<file path="src/sv/mdbr_pkg.sv">
// Shared types and constants for the MIPS decode and branch resolve stage.
// No dependencies; used by mdbr_regfile and mips_decode_branch_resolve.
package mdbr_pkg;

  localparam logic [5:0] OP_RTYPE = 6'h00;
  localparam logic [5:0] OP_BLTZ  = 6'h01;
  localparam logic [5:0] OP_J     = 6'h02;
  localparam logic [5:0] OP_JAL   = 6'h03;
  localparam logic [5:0] OP_BEQ   = 6'h04;
  localparam logic [5:0] OP_BNE   = 6'h05;
  localparam logic [5:0] OP_BLEZ  = 6'h06;
  localparam logic [5:0] OP_BGTZ  = 6'h07;
  localparam logic [5:0] OP_LB    = 6'h20;
  localparam logic [5:0] OP_LW    = 6'h23;
  localparam logic [5:0] OP_LBU   = 6'h24;
  localparam logic [5:0] OP_LHU   = 6'h25;
  localparam logic [5:0] OP_SB    = 6'h28;
  localparam logic [5:0] OP_SH    = 6'h29;
  localparam logic [5:0] OP_SW    = 6'h2B;
  localparam logic [5:0] FN_JR    = 6'h08;

  localparam logic [4:0] LINK_REG = 5'd31;
  localparam logic [4:0] ZERO_REG = 5'd0;
  localparam logic       KIND_DECODE = 1'b0;
  localparam logic       KIND_WB     = 1'b1;

  typedef struct packed {
    logic        kind;
    logic [31:0] instr;
    logic [31:0] next_instr;
    logic [31:0] pc;
    logic [4:0]  wb_index;
    logic [31:0] wb_value;
  } req_t;

  typedef struct packed {
    logic [31:0]        next_pc;
    logic [5:0]         opcode;
    logic [4:0]         src_reg;
    logic [4:0]         tgt_reg;
    logic [4:0]         dst_reg;
    logic [4:0]         shift_amount;
    logic [5:0]         func_code;
    logic signed [15:0] immediate;
    logic [25:0]        jump_target;
    logic               stall_flag;
    logic               redirect;
  } rsp_t;

  typedef struct packed {
    logic        en;
    logic [4:0]  addr;
    logic [31:0] data;
  } rf_wr_t;

endpackage

</file>
<file path="src/sv/mips_decode_branch_resolve.sv">
// MIPS decode stage: field split, load-use check, branch and jump resolve.
// Depends on mdbr_pkg and mdbr_regfile.
//
//   channel | signals                  | word
//   --------+--------------------------+--------------------------------
//   request | req_valid, req_ready     | req_t: decode or write-back
//   result  | rsp_valid, rsp_ready     | rsp_t: one per decode word
//
// One word per cycle while the result channel does not stall. A decode word reads
// the register file at acceptance, resolves in the following cycle and lands in the
// result register at the end of the first cycle in which that register is free.
// Write-back words and the jal link write update the register file at
// acceptance and give no result. Reset clears all pipeline valids and the
// register file valid bits. A stalled result holds stage 1, which holds input.
module mips_decode_branch_resolve (
  input  logic            clk,
  input  logic            rst,
  input  logic            req_valid,
  output logic            req_ready,
  input  mdbr_pkg::req_t  req,
  output logic            rsp_valid,
  input  logic            rsp_ready,
  output mdbr_pkg::rsp_t  rsp
);

  logic             req_fire;
  logic             s1_adv;
  logic             rd_en;
  mdbr_pkg::rf_wr_t wr;
  logic [31:0]      rdata_a;
  logic [31:0]      rdata_b;
  logic [31:0]      br_m1;

  logic             s1_valid;
  logic [31:0]      s1_instr;
  logic [31:0]      s1_next_instr;
  logic [31:0]      s1_pc;
  logic [31:0]      s1_br_m1;

  mdbr_pkg::rsp_t   res;
  logic [5:0]       op;
  logic [5:0]       nop;
  logic             is_load;
  logic             is_store;
  logic             taken;
  logic             force_rt;

  assign req_fire  = req_valid && req_ready;
  assign s1_adv    = !rsp_valid || rsp_ready;
  assign req_ready = !s1_valid || s1_adv;
  assign rd_en     = req_fire && (req.kind == mdbr_pkg::KIND_DECODE);
  assign br_m1     = req.pc + {{16{req.instr[15]}}, req.instr[15:0]} - 32'd1;

  always_comb begin
    if (req.kind == mdbr_pkg::KIND_WB) begin
      wr.en   = req_fire;
      wr.addr = req.wb_index;
      wr.data = req.wb_value;
    end else begin
      wr.en   = req_fire && (req.instr[31:26] == mdbr_pkg::OP_JAL);
      wr.addr = mdbr_pkg::LINK_REG;
      wr.data = req.pc + 32'd2;
    end
  end

  mdbr_regfile u_regfile (
    .clk       (clk),
    .rst       (rst),
    .wr        (wr),
    .rd_en     (rd_en),
    .rd_addr_a (req.instr[25:21]),
    .rd_addr_b (req.instr[20:16]),
    .rd_data_a (rdata_a),
    .rd_data_b (rdata_b)
  );

  always_ff @(posedge clk) begin
    if (rst) begin
      s1_valid <= 1'b0;
    end else if (req_ready) begin
      s1_valid <= rd_en;
    end
  end

  always_ff @(posedge clk) begin
    if (rd_en) begin
      s1_instr      <= req.instr;
      s1_next_instr <= req.next_instr;
      s1_pc         <= req.pc;
      s1_br_m1      <= br_m1;
    end
  end

  always_comb begin
    op  = s1_instr[31:26];
    nop = s1_next_instr[31:26];

    unique case (op) inside
      mdbr_pkg::OP_LW, mdbr_pkg::OP_LB, mdbr_pkg::OP_LBU, mdbr_pkg::OP_LHU: is_load = 1'b1;
      default: is_load = 1'b0;
    endcase
    unique case (nop) inside
      mdbr_pkg::OP_SW, mdbr_pkg::OP_SH, mdbr_pkg::OP_SB: is_store = 1'b1;
      default: is_store = 1'b0;
    endcase

    force_rt = 1'b0;
    unique case (op)
      mdbr_pkg::OP_BEQ: taken = (rdata_a == rdata_b);
      mdbr_pkg::OP_BNE: taken = (rdata_a != rdata_b);
      mdbr_pkg::OP_BGTZ: begin
        taken    = !rdata_a[31] && (rdata_a != '0);
        force_rt = taken;
      end
      mdbr_pkg::OP_BLTZ: begin
        taken    = rdata_a[31];
        force_rt = taken;
      end
      mdbr_pkg::OP_BLEZ: begin
        taken    = rdata_a[31] || (rdata_a == '0);
        force_rt = taken;
      end
      default: taken = 1'b0;
    endcase

    res.opcode     = op;
    res.src_reg    = s1_instr[25:21];
    res.tgt_reg    = force_rt ? 5'd1 : s1_instr[20:16];
    res.stall_flag = is_load && !is_store &&
                     (s1_instr[20:16] == s1_next_instr[25:21] ||
                      s1_instr[20:16] == s1_next_instr[20:16]);
    if (op == mdbr_pkg::OP_RTYPE) begin
      res.dst_reg      = s1_instr[15:11];
      res.shift_amount = s1_instr[10:6];
      res.func_code    = s1_instr[5:0];
      res.immediate    = '0;
      res.jump_target  = '0;
    end else begin
      res.dst_reg      = '0;
      res.shift_amount = '0;
      res.func_code    = '0;
      res.immediate    = s1_instr[15:0];
      res.jump_target  = s1_instr[25:0];
    end

    res.redirect = taken;
    res.next_pc  = taken ? s1_br_m1 : s1_pc;
    if (op == mdbr_pkg::OP_J || op == mdbr_pkg::OP_JAL) begin
      res.redirect = 1'b1;
      res.next_pc  = {6'd0, s1_instr[25:0]} - 32'd1;
    end else if (op == mdbr_pkg::OP_RTYPE && s1_instr[5:0] == mdbr_pkg::FN_JR) begin
      res.redirect = 1'b1;
      res.next_pc  = rdata_a - 32'd1;
    end
  end

  always_ff @(posedge clk) begin
    if (rst) begin
      rsp_valid <= 1'b0;
    end else if (s1_adv) begin
      rsp_valid <= s1_valid;
    end
  end

  always_ff @(posedge clk) begin
    if (s1_valid && s1_adv) begin
      rsp <= res;
    end
  end

  a_wb_no_result: assert property (@(posedge clk) disable iff (rst)
    req_fire && req.kind == mdbr_pkg::KIND_WB |=> !s1_valid)
    else $error("write-back word entered the result path");

  a_s1_hold: assert property (@(posedge clk) disable iff (rst)
    s1_valid && !s1_adv |=> s1_valid && $stable(s1_instr) && $stable(s1_pc))
    else $error("stage 1 lost a stalled word");

  a_jump_target: assert property (@(posedge clk) disable iff (rst)
    rsp_valid && (rsp.opcode == mdbr_pkg::OP_J || rsp.opcode == mdbr_pkg::OP_JAL)
    |-> rsp.redirect && rsp.next_pc == {6'd0, rsp.jump_target} - 32'd1)
    else $error("jump did not redirect to its target");

  a_ready_flow: assert property (@(posedge clk) disable iff (rst)
    rsp_valid && !rsp_ready && s1_valid |-> !req_ready)
    else $error("input taken while both stages are full");

endmodule

</file>
<file path="src/sv/mdbr_regfile.sv">
// 32 x 32 register file, one write port and two registered read ports.
// Per-entry valid bits give zero for unwritten entries and for register zero.
// Depends on mdbr_pkg.
module mdbr_regfile (
  input  logic                 clk,
  input  logic                 rst,
  input  mdbr_pkg::rf_wr_t     wr,
  input  logic                 rd_en,
  input  logic [4:0]           rd_addr_a,
  input  logic [4:0]           rd_addr_b,
  output logic [31:0]          rd_data_a,
  output logic [31:0]          rd_data_b
);

  logic [31:0] mem [32];
  logic [31:0] valid;
  logic [31:0] raw_a;
  logic [31:0] raw_b;
  logic        ok_a;
  logic        ok_b;

  always_ff @(posedge clk) begin
    if (wr.en) begin
      mem[wr.addr] <= wr.data;
    end
    if (rd_en) begin
      raw_a <= mem[rd_addr_a];
      raw_b <= mem[rd_addr_b];
    end
  end

  always_ff @(posedge clk) begin
    if (rst) begin
      valid <= '0;
      ok_a  <= 1'b0;
      ok_b  <= 1'b0;
    end else begin
      if (wr.en && wr.addr != mdbr_pkg::ZERO_REG) begin
        valid[wr.addr] <= 1'b1;
      end
      if (rd_en) begin
        ok_a <= valid[rd_addr_a];
        ok_b <= valid[rd_addr_b];
      end
    end
  end

  assign rd_data_a = ok_a ? raw_a : '0;
  assign rd_data_b = ok_b ? raw_b : '0;

endmodule
</file>
<file path="config.mk">
export PLATFORM = sky130hd
export DESIGN_NAME = mips_decode_branch_resolve
export DESIGN_NICKNAME = d
export VERILOG_FILES = /design/src/sv/mdbr_pkg.sv /design/src/sv/mips_decode_branch_resolve.sv /design/src/sv/mdbr_regfile.sv
export SDC_FILE = /design/constraint.sdc
export NUM_CORES = 2
export LEC_CHECK = 0
export ABC_AREA = 0
export BUFFER_PORTS_ARGS = -buffer_cell sky130_fd_sc_hd__buf_2
export CELL_PAD_IN_SITES_DETAIL_PLACEMENT = 0
export CELL_PAD_IN_SITES_GLOBAL_PLACEMENT = 1
export CORE_ASPECT_RATIO = 0.7
export CORE_MARGIN = 4
export CORE_UTILIZATION = 30
export DETAILED_ROUTE_END_ITERATION = 16
export GPL_TIMING_DRIVEN = 0
export PLACE_DENSITY = 0.58
export SKIP_CTS_REPAIR_TIMING = 1
export SYNTH_ARGS = -nofsm -noshare
export SYNTH_HDL_FRONTEND = slang
export SYNTH_HIERARCHICAL = 1
export SYNTH_SLANG_ARGS = --single-unit
</file>
<file path="constraint.sdc">
create_clock -name clk -period 31.6 [get_ports clk]
set_input_delay 4.74 -clock clk [delete_from_list [all_inputs] [get_ports clk]]
set_output_delay 4.74 -clock clk [all_outputs]
set_load 0.02 [all_outputs]
</file>
* Word-level counts from Yosys, hierarchy flattened *
Memories as Yosys holds them, arrays and structs flattened. A register that Yosys moved wholly into a read port is not among the register bits.
Index checks and enable logic that the tools add are counted.

cells by class
  add/subtract/negate cells = 5
  order comparisons = 4
  equal/unequal tests = 20
  muxes and demuxes = 18
  bitwise gates (word level) = 2
  reductions and logical operators = 26

operator list
  operator                                                     number
  two-way mux 32 bit                                           5
  subtractor 32 x 1 -> 32 bit (second input constant)          2
  equality test 6 bit (second input constant)                  7
  two-way mux 38 bit                                           1
  adder 32 x 2 -> 32 bit (second input constant)               1
  adder 32 bit                                                 1
  equality test 32 bit                                         1
  zero test 32 bit                                             1
  inequality test 32 bit                                       1
  OR 32 bit                                                    1
  nonzero test 32 bit                                          1
  subtractor 26 x 1 -> 27 bit (second input constant)          1
  equality test 6 x 3 -> 1 bit (second input constant)         4
  equality test 6 x 2 -> 1 bit (second input constant)         3
  less-than comparator 5 x 6 -> 1 bit (second input constant)  3
  binary-select mux 1 bit (select 5 bit)                       2
  equality test 5 bit                                          2
  logical AND 1 bit                                            10
  two-way mux 1 bit                                            7
  equality test 6 x 1 -> 1 bit (second input constant)         1
  equality test 6 x 4 -> 1 bit (second input constant)         1
  zero test 6 bit                                              1
  demux 1 bit (select 5 bit)                                   1
  >= comparator 5 x 1 -> 1 bit (second input constant)         1
  other kinds (9)                                              16

storage, ports and cells
  register bits after elaboration = 272
  bits in writable memories = 1024
  bits of input ports = 138
  output and inout port bits = 110
  logic and storage cells = 96
  memories kept = 1

memories
  memory         words  width  read ports  clocked after memory_dff  write ports  RTL line            text
  u_regfile.mem  32     32     2           2                         1            mdbr_regfile.sv:15  logic [31:0] mem [32];

* Longest topological paths before layout *
  depth after elaboration = 11
  gate-level depth with buffers = 13
  mapped depth without buffers = 13

* Cells and area by module *
Netlist, hierarchy kept.

modules (own cells, without submodules)
  module                      times used  cells an instance  area an instance (um^2)  sequential area each (um^2)
  mdbr_regfile                1           2248               50752.4                  33352.0
  mips_decode_branch_resolve  1           1132               12245.5                  6165.9

* Worst setup path before layout *
OpenSTA, ideal clock, no wires.

  kind = in2reg
  start = input port req[133] in the netlist's numbering
  end = register u_regfile.ok_a
  library setup time = 518 ps
  arrival = 12908 ps
  required time = 31082 ps
  slack = 18174 ps
  stages = 4
  path buffers = 2
  cell sequence = clkbuf_1 -> clkbuf_1 -> nor2_1 -> a311oi_1

on the way
  word-level cells in the longest chain between the ends = 2

ends and longest elaborated chain
  item                    RTL line                          text
  start: declaration      mips_decode_branch_resolve.sv:20  input mdbr_pkg::req_t req,
  NOT 1 bit               mips_decode_branch_resolve.sv:51  assign rd_en = req_fire && (req.kind == mdbr_pkg::KIND_DECODE);
  logical AND 1 bit       mips_decode_branch_resolve.sv:51
  named net rd_en         mips_decode_branch_resolve.sv:28  logic rd_en;
  end signal: assignment  mdbr_regfile.sv:42                ok_a <= valid[rd_addr_a];
  end: declaration        mdbr_regfile.sv:19                logic ok_a;

The timed path passes the listed nets, and every way through them passes these cells.
A chain may end at the register's enable or synchronous reset.

* Worst setup path after layout *
  start = input port rsp_ready
  end = output port req_ready

on the way
  word-level cells in the longest chain between the ends = 2

ends and longest elaborated chain
  item                RTL line                          text
  start: declaration  mips_decode_branch_resolve.sv:22  input logic rsp_ready,
  logical OR 1 bit    mips_decode_branch_resolve.sv:49  assign s1_adv = !rsp_valid || rsp_ready;
  logical OR 1 bit    mips_decode_branch_resolve.sv:50  assign req_ready = !s1_valid || s1_adv;
  end: declaration    mips_decode_branch_resolve.sv:19  output logic req_ready,

Every way passes these cells.

==> summary.md <==
| Metric | Value |
|---|---|
| Achievable Freq | `0.0972 GHz` |
| CP Max Fanout | `4` |
| Layout cells sized above 1 | `35.2%` |
| Slew @ Worst Pin | `between 1.5 and 2 ns` |
| Data required time at the worst endpoint | `26.86 ns` |
| DRC Markers | `0` |
| Post-synth EDFFs | `1,292` |
| Post-synthesis register bit count | `1,328` |
| Vias per Instance | `5.56` |
| Starting density of the core | `30.2%` |
| First-pass GRT wire length | `303,000 um` |
| # setup viols final | `0` |
| Hold Path Class | `flop to flop` |
| VDD IR max | `between 0.00003 and 0.00004 V` |
| Rel. slew slack | `-0.224%` |
| Register area share after synthesis | `62.7%` |
| Syn nets | `roughly 3.6k` |
| Setup TNS | `0 ns` |
| CP Capture Type | `output pin` |
| Die ar. | `218,000 um2` |
| Status | `complete, but fails checks` |
| Count of cell types in the netlist | `between 70 and 80` |
| GR Util All Layers | `between 20 and 25%` |
| Finished Layout Cells | `6,711` |
| Failing checks | `max-capacitance violations, max-slew violations` |
| Avg WL per Cell | `approximately 33 um` |
| Leakage | `24.0 nW` |
| Area Overhead vs Synth | `17.7%` |
| Clk sinks | `1,328` |
| CTS Buffer Depth | `4` |
| Root Driver | `clkbuf_16` |
| Crit start category | `input port` |
| Final period utilization | `32.6%` |
| Worst setup slack after layout | `21.31 ns` |
| Yosys warns | `6` |
| WHS | `about 0.5 ns` |
| Largest net degree at the start of global routing | `35` |
| Initial antenna violation count | `7` |
| Clock skew | `0.0412 ns` |
| Pins Over Slew Limit | `10` |
| Power, Total | `between 4 and 5 mW` |
| Core Util, Final | `approximately 36%` |
| GRT Residual Overflow | `0` |
| FFs w/ async S/R, synth | `0%` |
| RSZ-0062 raised after global routing | `no` |
| Num ports | `248` |
| PwrDens | `roughly 54 nW/um2` |
| Most frequent cells in the layout | `edfxtp_1 (1,292), mux4_2 (640), buf_2 (283), clkbuf_16 (143), clkbuf_1 (136)` |
| Post-Place Setup Slack | `roughly 21 ns` |
| Die Ht | `391 um` |
| Total CTS buffers | `139` |
| Detail Placement HPWL | `164,000 um` |
| Vias in the first global route | `36.4k` |
| Tmin final | `10.29 ns` |
| Filler cell count | `19.5k` |
| Final Cell Area | `74,200 um2` |
| Critical path arrival | `approximately 5.6 ns` |
| Worst Setup Path Type | `input port to output pin` |
| Final Hold Violating Endpoints | `0` |
| I/O Buffers | `230` |
| Leading cell type in the layout, fill and taps excluded | `edfxtp_1` |
| Clk pin slew, worst setup/hold paths | `0.06 ns` |
| Die Wd | `556 um` |
| Cells after Synth | `3,380` |
| Pre-antenna DRT Iters | `6` |
| Worst skew pair latency | `0.79 ns` |
| Placed cell count | `between 6k and 7k` |
| TritonCTS clock tree | `done` |
| H-tree level count | `4` |
| Cell Rows | `140` |
| Initial DRC count | `5,231` |
| Routability congestion estimate | `approximately 0.87` |
| Final wirelength | `224,000 um` |
| Post-synthesis cell area | `63,000 um2` |
| ANT nets after route | `0` |
| Core footprint | `208,000 um2` |
| Max Cap Viol | `1` |
| Avg Cell Area, Syn | `roughly 19 um2` |
| Main synth FF type | `edfxtp_1` |
| Placed Area | `roughly 70,000 um2` |
| Vias | `37.3k` |
| Final nets | `slightly above 4k` |
## cells by family after synthesis
kind of cell	share of synthesized area (%)
buffers and inverters	2.43
AND/OR/NAND/NOR	4.33
flip-flops	62.7
multiplexers	25.1
XOR/XNOR	2.04
adder cells (fa/ha/maj)	1.32
AO/OA/AOI/OAI	2.05
## layout make-up
type                       instances  area [um2]  share of cell area [%]
sequential                      1328       39500                    53.3
buffer                           217        1080                    1.46
timing repair buffer             331        3170                    4.27
antenna                            2        5.00                 0.00675
multi-input combinational       1713       22400                    30.1
tap                             2769        3460                    4.67
clock buffer                     174        3690                    4.98
clock inverter                    55         420                   0.567
inverter                         122         458                   0.617
## final timing paths
check,startpoint,end,slack (ns),cells past startpoint
hold reg to reg,s1_instr[29],rsp[73],0.49,0
setup reg to reg,u_regfile/ok_a,rsp[79],26.13,11
setup / recovery,rsp_ready,req_ready,21.31,4
hold / removal,s1_instr[29],rsp[73],0.49,0
## cell usage after synthesis (5+ instances only)
| cell | instances | area share, % |
|---|---|---|
| edfxtp_1 | 1292 | 62 |
| dfxtp_1 | 36 | 1.1 |
| mux2_2 | 65 | 1.2 |
| nand3b_1 | 10 | 0.12 |
| mux2i_1 | 66 | 1.0 |
| clkbuf_1 | 108 | 0.64 |
| o21ai_0 | 42 | 0.33 |
| ha_1 | 65 | 1.3 |
| o21ai_1 | 7 | 0.056 |
| and3_1 | 6 | 0.060 |
| inv_1 | 121 | 0.72 |
| nand2_1 | 91 | 0.54 |
| a22oi_1 | 10 | 0.12 |
| a21oi_1 | 58 | 0.46 |
| buf_2 | 52 | 0.41 |
| nor3_1 | 25 | 0.20 |
| nand2b_1 | 15 | 0.15 |
| o221ai_1 | 7 | 0.097 |
| or3_1 | 11 | 0.11 |
| and2_1 | 87 | 0.86 |
| mux4_2 | 640 | 23 |
| buf_6 | 17 | 0.30 |
| o211ai_1 | 5 | 0.060 |
| nand3_1 | 38 | 0.30 |
| buf_1 | 22 | 0.13 |
| xor2_1 | 74 | 1.0 |
| o22ai_1 | 16 | 0.16 |
| nand4_1 | 11 | 0.11 |
| xnor2_1 | 73 | 1.0 |
| buf_4 | 18 | 0.21 |
| nor2b_1 | 40 | 0.40 |
| nor4_1 | 19 | 0.19 |
| a221oi_1 | 5 | 0.070 |
| nor2_1 | 148 | 0.88 |
| a21o_1 | 11 | 0.13 |
## layer usage
metal	track usage (%)	wire length, um
met3	5.80	24000
met5	0	13
met2	27.4	91300
met1	31.6	104000
met4	4.02	4450
## sequential cells by signal, indices dropped and copies added (netlist names)
register	count
rsp	92
rsp_valid	1
s1_br_m1	32
s1_instr	32
s1_next_instr	16
s1_pc	32
s1_valid	1
u_regfile/mem	1024
u_regfile/ok_a	1
u_regfile/ok_b	1
u_regfile/raw_a	32
u_regfile/raw_b	32
u_regfile/valid	32
## critical path: stages
cell and delay [ns]:
buf_2 0.10, nor2b_1 0.31, nand2_1 0.20, buf_2 0.20
## where the power goes
group | internal (mW) | switching (mW) | total [mW]
Clock | 0.875 | 0.692 | 1.57
Combinational | 0.177 | 0.282 | 0.459
Sequential | 1.98 | 0.0115 | 1.99
(Power assumes the default switching activity.)
